$ cat src/assert_macros.svh
// Assertion macros used by the gesture classifier result queue.
`ifndef ASSERT_MACROS_SVH
`define ASSERT_MACROS_SVH

// Property checked at every clock edge outside reset.
`define BGC_ASSERT(label, clk, rstn, prop) \
    label: assert property (@(posedge clk) disable iff (!rstn) (prop)) \
        else $error("bgc assertion failed");

// Implication whose consequent is checked in the cycle after the antecedent.
`define BGC_ASSERT_NEXT(label, clk, rstn, ante, cons) \
    label: assert property (@(posedge clk) disable iff (!rstn) (ante) |=> (cons)) \
        else $error("bgc assertion failed");

`endif

$ cat src/bgc_pkg.sv
// Types and constants of the button gesture classifier.
package bgc_pkg;

    localparam int TIMER_BITS_DEFAULT = 16;

    localparam int DEB_W = 10;
    localparam int WIN_W = 16;
    localparam int CFG_W = 16;
    localparam int CFG_IDX_W = 2;

    localparam logic [DEB_W-1:0] DEBOUNCE_RESET     = 10'd50;
    localparam logic [WIN_W-1:0] DOUBLE_CLICK_RESET = 16'd400;
    localparam logic [WIN_W-1:0] LONG_PRESS_RESET   = 16'd1000;
    localparam logic             PRESSED_RESET      = 1'b1;

    // Result queue: up to two pushes per tick, power-of-two depth.
    localparam int QUEUE_DEPTH = 4;
    localparam int QPTR_W = $clog2(QUEUE_DEPTH);
    localparam int QCNT_W = $clog2(QUEUE_DEPTH + 1);

    typedef enum logic [1:0] {
        GEST_SINGLE   = 2'd0,
        GEST_DOUBLE   = 2'd1,
        GEST_HOLD     = 2'd2,
        GEST_REL_HOLD = 2'd3
    } gesture_t;

    typedef enum logic [CFG_IDX_W-1:0] {
        CFG_DEBOUNCE     = 2'd0,
        CFG_DOUBLE_CLICK = 2'd1,
        CFG_LONG_PRESS   = 2'd2,
        CFG_PRESSED      = 2'd3
    } cfg_index_t;

    typedef struct packed {
        gesture_t gesture;
        logic     last_of_tick;
    } result_t;

    // Results of one tick, slot 0 first.
    typedef struct packed {
        logic    valid0;
        logic    valid1;
        result_t res0;
        result_t res1;
    } push_t;

endpackage

$ cat src/bgc_front.sv
// Front end: debounce, gesture state and classification of each tick.
module bgc_front #(
    parameter int TIMER_BITS = bgc_pkg::TIMER_BITS_DEFAULT
) (
    input  logic                         aclk,
    input  logic                         aresetn,
    input  logic                         accept,
    input  logic                         pin_level,
    input  logic                         cfg_we,
    input  bgc_pkg::cfg_index_t          cfg_index,
    input  logic [bgc_pkg::CFG_W-1:0]    cfg_wdata,
    output bgc_pkg::push_t               push
);
    import bgc_pkg::*;

    localparam int CMP_W = (TIMER_BITS > WIN_W) ? TIMER_BITS : WIN_W;
    localparam logic [TIMER_BITS-1:0] TIMER_MAX = {TIMER_BITS{1'b1}};

    logic [DEB_W-1:0]      debounce_cfg_reg;
    logic [WIN_W-1:0]      double_cfg_reg;
    logic [WIN_W-1:0]      long_cfg_reg;
    logic                  pressed_cfg_reg;

    logic                  prev_raw_reg, prev_raw_next;
    logic [DEB_W-1:0]      deb_timer_reg, deb_timer_next;
    logic                  down_reg, down_next;
    logic                  hold_seen_reg, hold_seen_next;
    logic                  awaiting_reg, awaiting_next;
    logic [1:0]            clicks_reg, clicks_next;
    logic [TIMER_BITS-1:0] press_timer_reg, press_timer_next;
    logic [TIMER_BITS-1:0] gap_timer_reg, gap_timer_next;

    logic                  edge_seen;
    logic                  sampled;
    logic                  pressed;
    logic                  single_to;
    logic                  hold_to;
    logic                  rel_valid;
    gesture_t              rel_gesture;

    always_ff @(posedge aclk) begin
        if (!aresetn) begin
            debounce_cfg_reg <= DEBOUNCE_RESET;
            double_cfg_reg   <= DOUBLE_CLICK_RESET;
            long_cfg_reg     <= LONG_PRESS_RESET;
            pressed_cfg_reg  <= PRESSED_RESET;
        end else if (cfg_we) begin
            case (cfg_index)
                CFG_DEBOUNCE:     debounce_cfg_reg <= cfg_wdata[DEB_W-1:0];
                CFG_DOUBLE_CLICK: double_cfg_reg   <= cfg_wdata[WIN_W-1:0];
                CFG_LONG_PRESS:   long_cfg_reg     <= cfg_wdata[WIN_W-1:0];
                CFG_PRESSED:      pressed_cfg_reg  <= cfg_wdata[0];
                default: ;
            endcase
        end
    end

    always_comb begin
        prev_raw_next    = pin_level;
        deb_timer_next   = deb_timer_reg;
        down_next        = down_reg;
        hold_seen_next   = hold_seen_reg;
        awaiting_next    = awaiting_reg;
        clicks_next      = clicks_reg;
        single_to        = 1'b0;
        hold_to          = 1'b0;
        rel_valid        = 1'b0;
        rel_gesture      = GEST_SINGLE;
        sampled          = 1'b0;
        edge_seen        = (pin_level != prev_raw_reg);
        pressed          = (pin_level == pressed_cfg_reg);

        // saturating tick counters run first
        press_timer_next = press_timer_reg;
        if (down_reg && press_timer_reg != TIMER_MAX) begin
            press_timer_next = press_timer_reg + 1'b1;
        end
        gap_timer_next = gap_timer_reg;
        if (awaiting_reg && gap_timer_reg != TIMER_MAX) begin
            gap_timer_next = gap_timer_reg + 1'b1;
        end

        if (deb_timer_reg != '0) begin
            deb_timer_next = deb_timer_reg - 1'b1;
            sampled        = (deb_timer_reg == DEB_W'(1));
        end else if (edge_seen) begin
            deb_timer_next = (debounce_cfg_reg == '0) ? DEB_W'(1) : debounce_cfg_reg;
        end

        if (sampled) begin
            if (pressed && !down_reg) begin
                down_next        = 1'b1;
                press_timer_next = '0;
                hold_seen_next   = 1'b0;
            end else if (!pressed && down_reg) begin
                down_next = 1'b0;
                if (hold_seen_reg) begin
                    rel_valid     = 1'b1;
                    rel_gesture   = GEST_REL_HOLD;
                    awaiting_next = 1'b0;
                    clicks_next   = 2'd0;
                end else if (CMP_W'(press_timer_next) >= CMP_W'(long_cfg_reg)) begin
                    rel_valid     = 1'b1;
                    rel_gesture   = GEST_SINGLE;
                    awaiting_next = 1'b0;
                    clicks_next   = 2'd0;
                end else if (clicks_reg == 2'd0) begin
                    clicks_next    = 2'd1;
                    awaiting_next  = 1'b1;
                    gap_timer_next = '0;
                end else begin
                    rel_valid     = 1'b1;
                    rel_gesture   = GEST_DOUBLE;
                    awaiting_next = 1'b0;
                    clicks_next   = 2'd0;
                end
            end
        end else begin
            single_to = awaiting_reg && (CMP_W'(gap_timer_next) >= CMP_W'(double_cfg_reg));
            hold_to   = down_reg && !hold_seen_reg &&
                        (CMP_W'(press_timer_next) >= CMP_W'(long_cfg_reg));
            if (single_to || hold_to) begin
                awaiting_next = 1'b0;
                clicks_next   = 2'd0;
            end
            if (hold_to) begin
                hold_seen_next = 1'b1;
            end
        end
    end

    // Pack results into slots; the last filled slot carries the tick marker.
    always_comb begin
        push.valid0            = accept && (rel_valid || single_to || hold_to);
        push.valid1            = accept && single_to && hold_to;
        push.res0.gesture      = rel_valid ? rel_gesture :
                                 (single_to ? GEST_SINGLE : GEST_HOLD);
        push.res0.last_of_tick = !(single_to && hold_to);
        push.res1.gesture      = GEST_HOLD;
        push.res1.last_of_tick = 1'b1;
    end

    always_ff @(posedge aclk) begin
        if (!aresetn) begin
            prev_raw_reg    <= 1'b0;
            deb_timer_reg   <= '0;
            down_reg        <= 1'b0;
            hold_seen_reg   <= 1'b0;
            awaiting_reg    <= 1'b0;
            clicks_reg      <= 2'd0;
            press_timer_reg <= '0;
            gap_timer_reg   <= '0;
        end else if (accept) begin
            prev_raw_reg    <= prev_raw_next;
            deb_timer_reg   <= deb_timer_next;
            down_reg        <= down_next;
            hold_seen_reg   <= hold_seen_next;
            awaiting_reg    <= awaiting_next;
            clicks_reg      <= clicks_next;
            press_timer_reg <= press_timer_next;
            gap_timer_reg   <= gap_timer_next;
        end
    end

endmodule

$ cat src/bgc_queue.sv
// Result queue between the classifier and the output channel.
`include "assert_macros.svh"

module bgc_queue (
    input  logic              aclk,
    input  logic              aresetn,
    input  bgc_pkg::push_t    push,
    output logic              room,
    output logic              m_valid,
    input  logic              m_ready,
    output bgc_pkg::result_t  head
);
    import bgc_pkg::*;

    result_t           entries_reg [QUEUE_DEPTH];
    logic [QPTR_W-1:0] wr_ptr_reg, wr_ptr_next;
    logic [QPTR_W-1:0] rd_ptr_reg, rd_ptr_next;
    logic [QCNT_W-1:0] count_reg, count_next;
    logic [1:0]        num_push;
    logic              pop;

    assign num_push = {1'b0, push.valid0} + {1'b0, push.valid1};
    assign pop      = m_valid && m_ready;
    assign m_valid  = (count_reg != '0);
    assign head     = entries_reg[rd_ptr_reg];
    // room for a full tick's worth of results
    assign room     = (count_reg <= QCNT_W'(QUEUE_DEPTH - 2));

    assign wr_ptr_next = wr_ptr_reg + QPTR_W'(num_push);
    assign rd_ptr_next = rd_ptr_reg + QPTR_W'(pop);
    assign count_next  = count_reg + QCNT_W'(num_push) - QCNT_W'(pop);

    always_ff @(posedge aclk) begin
        if (push.valid0) begin
            entries_reg[wr_ptr_reg] <= push.res0;
        end
        if (push.valid1) begin
            entries_reg[wr_ptr_reg + QPTR_W'(1)] <= push.res1;
        end
    end

    always_ff @(posedge aclk) begin
        if (!aresetn) begin
            wr_ptr_reg <= '0;
            rd_ptr_reg <= '0;
            count_reg  <= '0;
        end else begin
            wr_ptr_reg <= wr_ptr_next;
            rd_ptr_reg <= rd_ptr_next;
            count_reg  <= count_next;
        end
    end

    `BGC_ASSERT(a_count_bound, aclk, aresetn, count_reg <= QCNT_W'(QUEUE_DEPTH))
    `BGC_ASSERT(a_slot_order, aclk, aresetn, !push.valid1 || push.valid0)
    `BGC_ASSERT_NEXT(a_no_overflow, aclk, aresetn, push.valid1 && !pop,
                     count_reg == $past(count_reg) + QCNT_W'(2))

endmodule

$ cat src/button_gesture_classifier.sv
// Top level of the button gesture classifier.
//
// Each input transfer is one millisecond tick carrying the raw pin level.
// A change of level starts a debounce wait of debounce_ticks ticks (zero acts
// as one); the level at its end is taken as a press or a release, and edges
// inside the wait are ignored. Debounced events become gestures: single click,
// double click (two short clicks within double_click_ticks), hold (pressed for
// long_press_ticks) and release after hold. A tick gives zero, one or two
// result transfers; last_of_tick marks the final one of its tick. Press and
// gap timers are TIMER_BITS wide and saturate. The front end classifies a tick
// in the cycle it is taken and writes its results into a four-entry queue;
// the queue head drives the result channel from registers. A tick is taken
// every cycle as long as the queue has room for two results, so the sustained
// rate is one tick per cycle while results drain. Configuration writes land
// at once through cfg_we/cfg_index/cfg_wdata and are meant for idle periods.
module button_gesture_classifier #(
    parameter int TIMER_BITS = bgc_pkg::TIMER_BITS_DEFAULT
) (
    input  logic                       aclk,
    input  logic                       aresetn,
    // tick input
    input  logic                       s_valid,
    output logic                       s_ready,
    input  logic                       s_pin_level,
    // gesture results
    output logic                       m_valid,
    input  logic                       m_ready,
    output bgc_pkg::gesture_t          m_gesture,
    output logic                       m_last_of_tick,
    // configuration writes
    input  logic                       cfg_we,
    input  bgc_pkg::cfg_index_t        cfg_index,
    input  logic [bgc_pkg::CFG_W-1:0]  cfg_wdata
);
    import bgc_pkg::*;

    push_t   push;
    result_t head;
    logic    room;
    logic    accept;

    // Ready only depends on queue space, never on the output side directly.
    assign s_ready = room;
    assign accept  = s_valid && room;

    bgc_front #(
        .TIMER_BITS(TIMER_BITS)
    ) u_front (
        .aclk      (aclk),
        .aresetn   (aresetn),
        .accept    (accept),
        .pin_level (s_pin_level),
        .cfg_we    (cfg_we),
        .cfg_index (cfg_index),
        .cfg_wdata (cfg_wdata),
        .push      (push)
    );

    bgc_queue u_queue (
        .aclk    (aclk),
        .aresetn (aresetn),
        .push    (push),
        .room    (room),
        .m_valid (m_valid),
        .m_ready (m_ready),
        .head    (head)
    );

    assign m_gesture      = head.gesture;
    assign m_last_of_tick = head.last_of_tick;

endmodule
$ cat config.mk
export PLATFORM = sky130hd
export DESIGN_NAME = button_gesture_classifier
export DESIGN_NICKNAME = d
export VERILOG_FILES = /design/src/bgc_pkg.sv /design/src/bgc_front.sv /design/src/bgc_queue.sv /design/src/button_gesture_classifier.sv
export VERILOG_INCLUDE_DIRS = /design/src /design/src/src
export SDC_FILE = /design/constraint.sdc
export NUM_CORES = 1
export LEC_CHECK = 0
export ABC_AREA = 1
export BUFFER_PORTS_ARGS = -buffer_cell sky130_fd_sc_hd__buf_2
export CELL_PAD_IN_SITES_DETAIL_PLACEMENT = 0
export CELL_PAD_IN_SITES_GLOBAL_PLACEMENT = 1
export CORE_AREA = 4 4 122 124
export CTS_CLUSTER_DIAMETER = 80
export CTS_CLUSTER_SIZE = 8
export DETAILED_ROUTE_END_ITERATION = 16
export DIE_AREA = 0 0 126 128
export MAX_ROUTING_LAYER = met4
export PLACE_DENSITY = 0.93
export SLEW_MARGIN = 20
export SYNTH_ARGS = -nofsm -noshare
export SYNTH_HDL_FRONTEND = slang
export SYNTH_HIERARCHICAL = 1
export SYNTH_SLANG_ARGS = --single-unit
$ cat constraint.sdc
create_clock -name aclk -period 6.35 [get_ports aclk]
set_input_delay 0.635 -clock aclk [delete_from_list [all_inputs] [get_ports aclk]]
set_output_delay 0.635 -clock aclk [all_outputs]
set_load 0.1 [all_outputs]
==> metrics.txt, run 1 <==
Overflow after GRT=0; die outline height=roughly 130 um; Placeable Area=between 0.01 and 0.015 sq mm; port buffer count=28; Critical R2R Launch=u_front/press_timer_reg[0]$_SDFFE_PN0P_; outcome=finished, final reports clean; Seq pwr share=a little under two fifths; Num CTS Buffers=9; Hold WC Path Type=flip-flop to flip-flop; Overall Global Routing Usage=19.68%; DRC=0; area of the multi-input gates=about 0.0036 sq mm; P_sw=between 0.7 and 0.8 mW; Max Cap Viol=0; P_int=between 1 and 1.5 mW; hold path cells=2; Worst Skew=approximately 0.0080 ns; n_diodes=0; drt pass-1 iters=4; maximum fanout along the worst path=12; synthesized netlist cell count=a little under 1000; Slew headroom=32.57%; Worst Min Path Start=u_front/long_cfg_reg[4]$_SDFFE_PN0P_; min cycle time layout=4.915 ns; placed cells=~1100; Via density=about 5.0; Die Width=between 100 and 150 um; CTS tree=yes; Most used DFF post-synth=dfxtp_1; RSZ-0062 raised after global routing=false; die area=around 0.016 sq mm; worst reg2reg path depth=28; Routed Antenna Nets=0; Final WS setup=between 1 and 1.5 ns; Finished Layout Cells=1158; maximum clock path buffer count=2; WS Path Type=flip-flop to flip-flop; H-tree levels=3; crit path buf inv count=5; Crit path top cell by count=nand2_1; leak pwr=~3.2 nW; Routed WL=14820 um; crit path launch type=flip-flop; CP required=about 6.6 ns; CP Capture Type=flip-flop; WHS Endpoint=u_front/long_cfg_reg[4]$_SDFFE_PN0P_; io pins=29; ys async rst share=0%; fin area=0.007189 sq mm; Iter 0 DRT Violations=between 300 and 400; # Post-CTS Setup Buffers=0; #FFs+latches synth=108; Core Rows=43; Finish-stage setup viols=0; final worst-path cycle share=~77%; r2r setup slk=about 1.4 ns; cts repair resizes=0; synthesized area=0.006644 sq mm; DPL Wire Length=about 11000 um; Sw Ratio=38.25%; Reg clk slew, reported paths=approximately 0.07 ns; DR WL/cell=around 13 um; Starting Density=approximately half; root buffer cell=clkbuf_16; gpl congestion=just over 0.9; clock network power share=about 28%; vias in the first global route=around 5400; Final Max Tran Viols=0; critical path's top delay family=simple AND/OR/NAND/NOR gates; CP max-delay cell=dfxtp_1; Distinct cells, synth=between 40 and 50; CP max stage delay=0.39 ns; Place WS=1.473 ns; storage element area=roughly 0.0023 sq mm; Via Count=between 5000 and 6000; largest net degree at the start of global routing=slightly below 60; CP arrival=around 5.2 ns; total power after layout=2.073 mW; Post-CTS Hold Buffers=0; FF-to-FF End=u_queue/count_reg[2]$_SDFF_PN0_; Cell Pwr Density=just under 300 mW/mm^2; FMAX=just over 0.2 GHz; ratio of cells with drive above 1 in the final layout=between 10% and 20%; Fin Hold WS=~0.47 ns; area delta synth->final=8.211%; Mean Syn Cell Area=6.906 sq um; first-pass GRT wire length=approximately 26000 um; Hold Fails Final Rpt=0; number of synthesis warnings=6; Nets=about 1000; post-synthesis sequential area ratio=around 34%; Layout Utilization=52.20%; logic gate share of total power=between 30% and 40%; setup TNS=0 ns; worst slew pin tran=1.010 ns; maximum VDD drop=0.0002214 V; antenna violations before repair=0; EDFF count, synth=12; Fillers=~1400; worst skew pair latency=0.35 ns; area of placed instances=between 0.006 and 0.007 sq mm; clk sinks=around 110
==> logic make-up after synthesis <==
family | after synthesis | synth area share, %
compound gates | 197 | 16.14
xor+xnor | 29 | 3.823
simple gates | 399 | 26.33
buf+inv | 184 | 11.04
flops | 108 | 34.35
other cells | 2 | 0.1130
fa+ha+maj | 43 | 8.211
==> routing by layer <==
metal  wire, um  track usage [%]  part of all wire [%]  vias to the layer above
li1           -                -                     -                     3116
met1       7469            26.23                    50                     2594
met2       6852            31.74                    46                       45
met3        301            2.250                   2.0                       12
met4        192            5.868                   1.3                        0
met5          0                -                     0                        -
==> power groups by stage <==
stage	combinational, mW	clock (mW)	sequential, mW
floorplan	0.570	0	0.792
global placement	0.687	0	0.809
detailed placement	0.690	0	0.811
CTS	0.699	0.600	0.795
global route	0.796	0.624	0.803
finish	0.692	0.586	0.795
==> final cells by class <==
| class | instances | share of cell area (%) |
|---|---|---|
| multi-input cells | 671 | 50.52 |
| clock inverters | 4 | 0.7657 |
| well taps | 180 | 3.133 |
| flip-flops and latches | 108 | 31.74 |
| repair buffers | 31 | 2.262 |
| inverters | 152 | 8.006 |
| clock buffers | 12 | 3.568 |
==> worst max path at each step <==
stage,startpoint,endpoint,slack [ns],cells after the start
floorplan,u_front/press_timer_reg[0]$_SDFFE_PN0P_,u_queue/count_reg[2]$_SDFF_PN0_,2.26,29
global placement,u_front/press_timer_reg[0]$_SDFFE_PN0P_,u_queue/count_reg[2]$_SDFF_PN0_,1.72,28
detailed placement,u_front/press_timer_reg[0]$_SDFFE_PN0P_,u_queue/count_reg[2]$_SDFF_PN0_,1.47,28
CTS,u_front/press_timer_reg[0]$_SDFFE_PN0P_,u_queue/count_reg[2]$_SDFF_PN0_,1.43,28
global route,u_front/press_timer_reg[0]$_SDFFE_PN0P_,u_queue/count_reg[2]$_SDFF_PN0_,0.96,28
finish,u_front/press_timer_reg[0]$_SDFFE_PN0P_,u_queue/count_reg[2]$_SDFF_PN0_,1.44,28
==> worst min-delay path: stages, from the launching register on <==
cell and delay (ns):
dfxtp_1 0.30, inv_1 0.07, a21oi_1 0.06
==> placed cells by master, fill, tap and decap left out, types with 2 or more instances in the layout <==
| cell type | synthesis | layout |
|---|---|---|
| nand2_1 | 202 | 202 |
| inv_1 | 132 | 131 |
| nor2_1 | 97 | 97 |
| dfxtp_1 | 96 | 96 |
| a21oi_1 | 80 | 80 |
| o21ai_0 | 76 | 76 |
| nand3_1 | 47 | 47 |
| ha_1 | 42 | 42 |
| buf_2 | 6 | 28 |
| xor2_1 | 21 | 21 |
| inv_2 | 15 | 15 |
| nand4_1 | 12 | 12 |
| o211ai_1 | 12 | 12 |
| edfxtp_1 | 12 | 12 |
| nand3_2 | 10 | 10 |
| clkbuf_16 | 0 | 9 |
| nor3_1 | 9 | 9 |
| nand2_2 | 9 | 9 |
| xnor2_1 | 8 | 8 |
| o21ai_1 | 7 | 7 |
| a21oi_2 | 7 | 7 |
| o22ai_1 | 5 | 5 |
| o31ai_1 | 5 | 5 |
| buf_4 | 4 | 3 |
| clkinv_1 | 2 | 3 |
| conb_1 | 2 | 3 |
| clkbuf_8 | 0 | 2 |
| nor3_2 | 2 | 2 |
| nor2_2 | 2 | 2 |
| nor4_1 | 2 | 2 |
| clkinv_2 | 2 | 2 |
| a31oi_1 | 2 | 2 |
==> cells in the mapped netlist, types with 2 or more instances <==
| cell type | number | area share, % |
|---|---|---|
| nand2_1 | 202 | 11 |
| inv_1 | 132 | 7.5 |
| nor2_1 | 97 | 5.5 |
| dfxtp_1 | 96 | 29 |
| a21oi_1 | 80 | 6.0 |
| o21ai_0 | 76 | 5.7 |
| nand3_1 | 47 | 3.5 |
| ha_1 | 42 | 7.9 |
| xor2_1 | 21 | 2.8 |
| clkbuf_1 | 20 | 1.1 |
| inv_2 | 15 | 0.85 |
| edfxtp_1 | 12 | 5.4 |
| nand4_1 | 12 | 1.1 |
| o211ai_1 | 12 | 1.4 |
| nand3_2 | 10 | 1.5 |
| nand2_2 | 9 | 0.85 |
| nor3_1 | 9 | 0.68 |
| xnor2_1 | 8 | 1.1 |
| a21oi_2 | 7 | 0.92 |
| o21ai_1 | 7 | 0.53 |
| buf_2 | 6 | 0.45 |
| o22ai_1 | 5 | 0.47 |
| o31ai_1 | 5 | 0.57 |
| buf_4 | 4 | 0.45 |
| a31oi_1 | 2 | 0.19 |
| buf_6 | 2 | 0.34 |
| clkinv_1 | 2 | 0.11 |
| clkinv_2 | 2 | 0.15 |
| conb_1 | 2 | 0.11 |
| nor2_2 | 2 | 0.19 |
| nor3_2 | 2 | 0.30 |
| nor4_1 | 2 | 0.19 |
No activity file was read; power rests on OpenSTA's default activity.
==> inputs of run 2 (changes only) <==
- CORE_AREA: 4 4 122 124 -> 4 4 133 135
- DIE_AREA: 0 0 126 128 -> 0 0 137 139
- PLACE_DENSITY: 0.93 -> 0.84
- clock period: 6.35 -> 4.4 ns (I/O delays scaled with it)
==> run 2 against run 1 <==
Net effect:
- cell count rose by 4.7%
- clock power is 45% higher
- power grew 47%
- sequential power is 45% higher
- critical endpoint unchanged
- clock skew down 0.0019 ns
- combinational power is 50% higher
- critical path depth down 3
- utilization is 7.0 points lower
- global-route usage is 2.4 points lower
- count of clock-buffer cells in the layout shrank 1
- largest power group unchanged
- cell area grew 3.4%
==> metrics.txt, run 2 (same netlist as run 1, synthesis figures left out) <==
Num CTS Buffers=9; CP Capture Type=flip-flop; Nets=approximately 1100; CP required=between 4 and 5 ns; maximum VDD drop=a little over 0.0003 V; Placeable Area=0.01647 sq mm; Hold WC Path Type=input port to flip-flop; die area=0.01904 sq mm; Core Rows=47; hold path cells=3; clk sinks=around 110; area delta synth->final=11.90%; Via Count=between 5000 and 6000; setup TNS=0 ns; die outline height=between 100 and 150 um; vias in the first global route=about 5600; Cell Pwr Density=between 400 and 500 mW/mm^2; Fin Hold WS=approximately 0.37 ns; Finish-stage setup viols=0; gpl congestion=roughly 0.84; worst reg2reg path depth=25; antenna violations before repair=0; CP arrival=~4.4 ns; drt pass-1 iters=5; met1 WL=7583 um; root buffer cell=clkbuf_16; Hold Fails Final Rpt=0; worst slew pin tran=0.8803 ns; H-tree levels=3; Routed WL=15430 um; DR WL/cell=approximately 13 um; met3 WL post-DR=approximately 410 um; met2 wire length=7223 um; area of placed instances=about 0.007 sq mm; Overflow after GRT=0; outcome=finished, final reports clean; Starting Density=40.35%; ratio of cells with drive above 1 in the final layout=13.51%; total power after layout=3.041 mW; P_sw=between 1 and 1.5 mW; port buffer count=28; FMAX=around 0.24 GHz; Slew headroom=between 40% and 50%; Reg clk slew, reported paths=about 0.070 ns; Iter 0 DRT Violations=~310; CTS tree=yes; final worst-path cycle share=93.72%; Via density=4.847; most common cell after layout, fill and taps aside=nand2_1; Worst Skew=0.006075 ns; Seq pwr share=37.8%; most frequent cells in the layout=nand2_1, inv_1, nor2_1, dfxtp_1, a21oi_1; Max Cap Viol=0; n_diodes=0; crit path launch type=flip-flop; top sig layer=met4; P_int=approximately 1.9 mW; Die Width=around 140 um; Overall Global Routing Usage=17.23%; io pins=29; maximum fanout along the worst path=6; worst skew pair latency=roughly 0.35 ns; maximum clock path buffer count=2; clock network power share=between 20% and 30%; Routed Antenna Nets=0; WS Path Type=flip-flop to flip-flop; logic gate share of total power=34.3%; Final Max Tran Viols=0; DPL Wire Length=approximately 11000 um; first-pass GRT wire length=between 20000 and 30000 um; Sw Ratio=between 30% and 40%; leak pwr=around 3.2 nW; Post-CTS Hold Buffers=0; DRC=0; fin area=approximately 0.0074 sq mm; min cycle time layout=a little over 4 ns; largest net degree at the start of global routing=57
==> run 2: power groups by stage <==
stage | Combinational [mW] | Clock, mW | Sequential, mW
finish | 1.04 | 0.851 | 1.15
global route | 1.17 | 0.925 | 1.16
CTS | 1.03 | 0.879 | 1.15
detailed placement | 1.02 | 0 | 1.17
global placement | 1.02 | 0 | 1.17
floorplan | 0.822 | 0 | 1.14
==> run 2: final cells by class <==
type / count / area, sq um
fillers: 1740 / 9031
repair inverters: 1 / 5.005
clock buffers: 11 / 252.7
clock inverters: 5 / 57.56
flip-flops and latches: 108 / 2285
well taps: 220 / 275.3
multi-input cells: 671 / 3716
repair buffers: 44 / 264.0
inverters: 152 / 579.3
==> run 2: metrics by stage <==
step / worst slack, ns / util, % / std cells
floorplan: 0.3122 / - / 963
global placement: 0.1897 / 42.44 / 1190
detailed placement: 0.07870 / 42.44 / 1190
CTS: 0.05061 / 44.32 / 1206
global route: -0.007997 / 45.15 / 1212
finish: 0.2763 / 45.15 / 1212
==> run 2: critical path: stages, from the launching register on <==
cell	delay (ns)
dfxtp_2	0.35
ha_2	0.20
nand3_2	0.10
nor3_2	0.12
nand3_1	0.13
nand2_4	0.14
buf_4	0.13
clkinvlp_2	0.16
o21ai_0	0.21
inv_1	0.07
ha_1	0.27
nand2_1	0.07
nor3_2	0.21
nand2_1	0.13
nand2_2	0.10
nand3_1	0.09
or2_4	0.25
nor2_4	0.12
ha_4	0.22
xnor2_1	0.15
ha_1	0.16
inv_1	0.05
fa_1	0.38
inv_1	0.06
nand2_1	0.05
a21oi_1	0.13
==> run 2: routing by layer <==
metal / global-route usage [%] / vias up
met3: 2.250 / 15
met4: 5.252 / 0
li1: - / 3145
met5: - / -
met2: 27.42 / 78
met1: 22.78 / 2636
==> run 2: final timing paths <==
check,slack (ns),from,end
worst max-delay path,0.28,u_front/press_timer_reg[1]$_SDFFE_PN0P_,u_queue/count_reg[2]$_SDFF_PN0_
worst min-delay path,0.37,cfg_wdata[3],u_front/long_cfg_reg[3]$_SDFFE_PN1P_
worst max register to register,0.28,u_front/press_timer_reg[1]$_SDFFE_PN0P_,u_queue/count_reg[2]$_SDFF_PN0_
worst min register to register,0.46,u_front/long_cfg_reg[13]$_SDFFE_PN0P_,u_front/long_cfg_reg[13]$_SDFFE_PN0P_
==> run 2: what timing repair did <==
item,4_1_cts,5_1_grt
buffers inserted,0,5
gates resized for setup,0,23
endpoints found under the setup margin,0,3
==> inputs of run 3 (changes only) <==
- PLACE_DENSITY: 0.84 -> unset
- PLACE_DENSITY_LB_ADDON: unset -> 0.1
==> run 3 against run 2 <==
Net effect:
- first-iteration DRC count fell by 2.9%
- maximum frequency rose by 0.57%
- sequential cell count did not move
==> metrics.txt, run 3 (same netlist as run 1, synthesis figures left out) <==
outcome=finished, final reports clean; H-tree levels=3; io pins=29; CP arrival=about 4.4 ns; drt pass-1 iters=5; die outline height=roughly 140 um; CP Capture Type=flip-flop; FMAX=0.2439 GHz; first-pass GRT wire length=around 28000 um; Num CTS Buffers=9; most common cell after layout, fill and taps aside=nand2_1; Reg clk slew, reported paths=0.07 ns; min cycle time layout=roughly 4.1 ns; storage element area=0.002288 sq mm; final worst-path cycle share=between 90% and 100%; Final Max Tran Viols=0; Iter 0 DRT Violations=between 200 and 300; antenna violations before repair=0; Max Cap Viol=0; DRC=0; Hold WC Path Type=input port to flip-flop; Nets=~1100; area of the multi-input gates=0.003705 sq mm; Fillers=1791; area of placed instances=a little over 0.007 sq mm; Via density=4.814; WS Path Type=flip-flop to flip-flop; DR WL/cell=about 14 um; gpl congestion=just over 0.8; maximum fanout along the worst path=9; Starting Density=between 40% and 50%; vias in the first global route=around 5500; Hold Fails Final Rpt=0; DPL Wire Length=between 10000 and 15000 um; Worst Skew=between 0.006 and 0.007 ns; Overall Global Routing Usage=18.41%; Slew headroom=around 53%; maximum VDD drop=approximately 0.00025 V; CTS tree=yes; maximum clock path buffer count=2; Routed WL=around 17000 um; crit path launch type=flip-flop; Fin Hold WS=between 0.3 and 0.4 ns; largest net degree at the start of global routing=between 50 and 60; clk sinks=around 110; leak pwr=3.269 nW; Post-CTS Hold Buffers=0; ratio of cells with drive above 1 in the final layout=a little over an eighth; worst slew pin tran=slightly above 0.7 ns; most frequent cells in the layout=nand2_1, inv_1, nor2_1, dfxtp_1, a21oi_1; die area=0.01904 sq mm; Die Width=approximately 140 um; n_diodes=0; Core Rows=between 40 and 50; root buffer cell=clkbuf_16; port buffer count=28; Placeable Area=roughly 0.016 sq mm; CP required=between 4 and 5 ns; Via Count=between 5000 and 6000; worst skew pair latency=0.35 ns; Routed Antenna Nets=0; Finish-stage setup viols=0; Overflow after GRT=0; fin area=about 0.0075 sq mm; area delta synth->final=12.84%; Cell Pwr Density=418.8 mW/mm^2
run 3: worst paths after layout:
| path | start | end | slack (ns) | cells after the start |
|---|---|---|---|---|
| setup / recovery | u_front/press_timer_reg[1]$_SDFFE_PN0P_ | u_queue/count_reg[2]$_SDFF_PN0_ | 0.30 | 26 |
| hold reg to reg | u_front/long_cfg_reg[1]$_SDFFE_PN0P_ | u_front/long_cfg_reg[1]$_SDFFE_PN0P_ | 0.46 | 2 |
| hold / removal | cfg_wdata[5] | u_front/debounce_cfg_reg[5]$_SDFFE_PN1P_ | 0.35 | 3 |
| setup reg to reg | u_front/press_timer_reg[1]$_SDFFE_PN0P_ | u_queue/count_reg[2]$_SDFF_PN0_ | 0.30 | 26 |
run 3: final cells by class:
type | instances | area share, %
timing repair buffer | 50 | 4.122
sequential | 108 | 30.52
inverter | 152 | 7.727
tap | 220 | 3.672
multi-input combinational | 671 | 49.42
clock buffer | 9 | 3.004
clock inverter | 7 | 1.535
run 3: critical path: stages, from the launching register on:
cell and delay (ns):
dfxtp_2 0.36, ha_4 0.15, nand3_2 0.10, nor3_2 0.17
nand3_1 0.10, nand2_2 0.14, clkinvlp_4 0.12, buf_4 0.17
o21ai_0 0.14, inv_1 0.08, ha_1 0.29, a21oi_1 0.17
o21ai_0 0.11, a21oi_1 0.22, nand2_2 0.12, nand2_1 0.08
nand3_1 0.08, nand3_1 0.10, inv_1 0.09, ha_4 0.29
xnor2_2 0.11, ha_1 0.16, inv_1 0.05, fa_1 0.37
inv_1 0.06, nand2_1 0.05, a21oi_1 0.14
run 3: report_power, final:
part           switching, mW  internal [mW]  leakage [nW]
Combinational          0.744          0.318          2.24
Sequential            0.0684           1.08         0.869
Clock                  0.378          0.555         0.163
run 3: what timing repair did:
item | in CTS | in global routing
setup endpoints to repair | 0 | 5
buffers inserted | 0 | 4
gates resized for setup | 0 | 23
run 3: layer usage:
metal | routed length, um | vias up | track usage, %
li1 | - | 3159 | -
met1 | 8556 | 2623 | 26.98
met2 | 7347 | 68 | 27.06
met3 | 509 | 9 | 2.104
met4 | 138 | 0 | 4.412
met5 | 0 | - | -
run 3: through the flow:
stage	TNS, ns	instances	setup slack (ns)	util (%)	power [mW]
finish	0	1217	0.2999	45.53	3.140
global route	-0.01401	1217	-0.01401	45.53	3.351
CTS	0	1213	0.01218	44.83	3.152
detailed placement	0	1197	0.08638	42.76	2.206
global placement	0	1197	0.2136	42.76	2.211
floorplan	0	963	0.3122	-	1.966
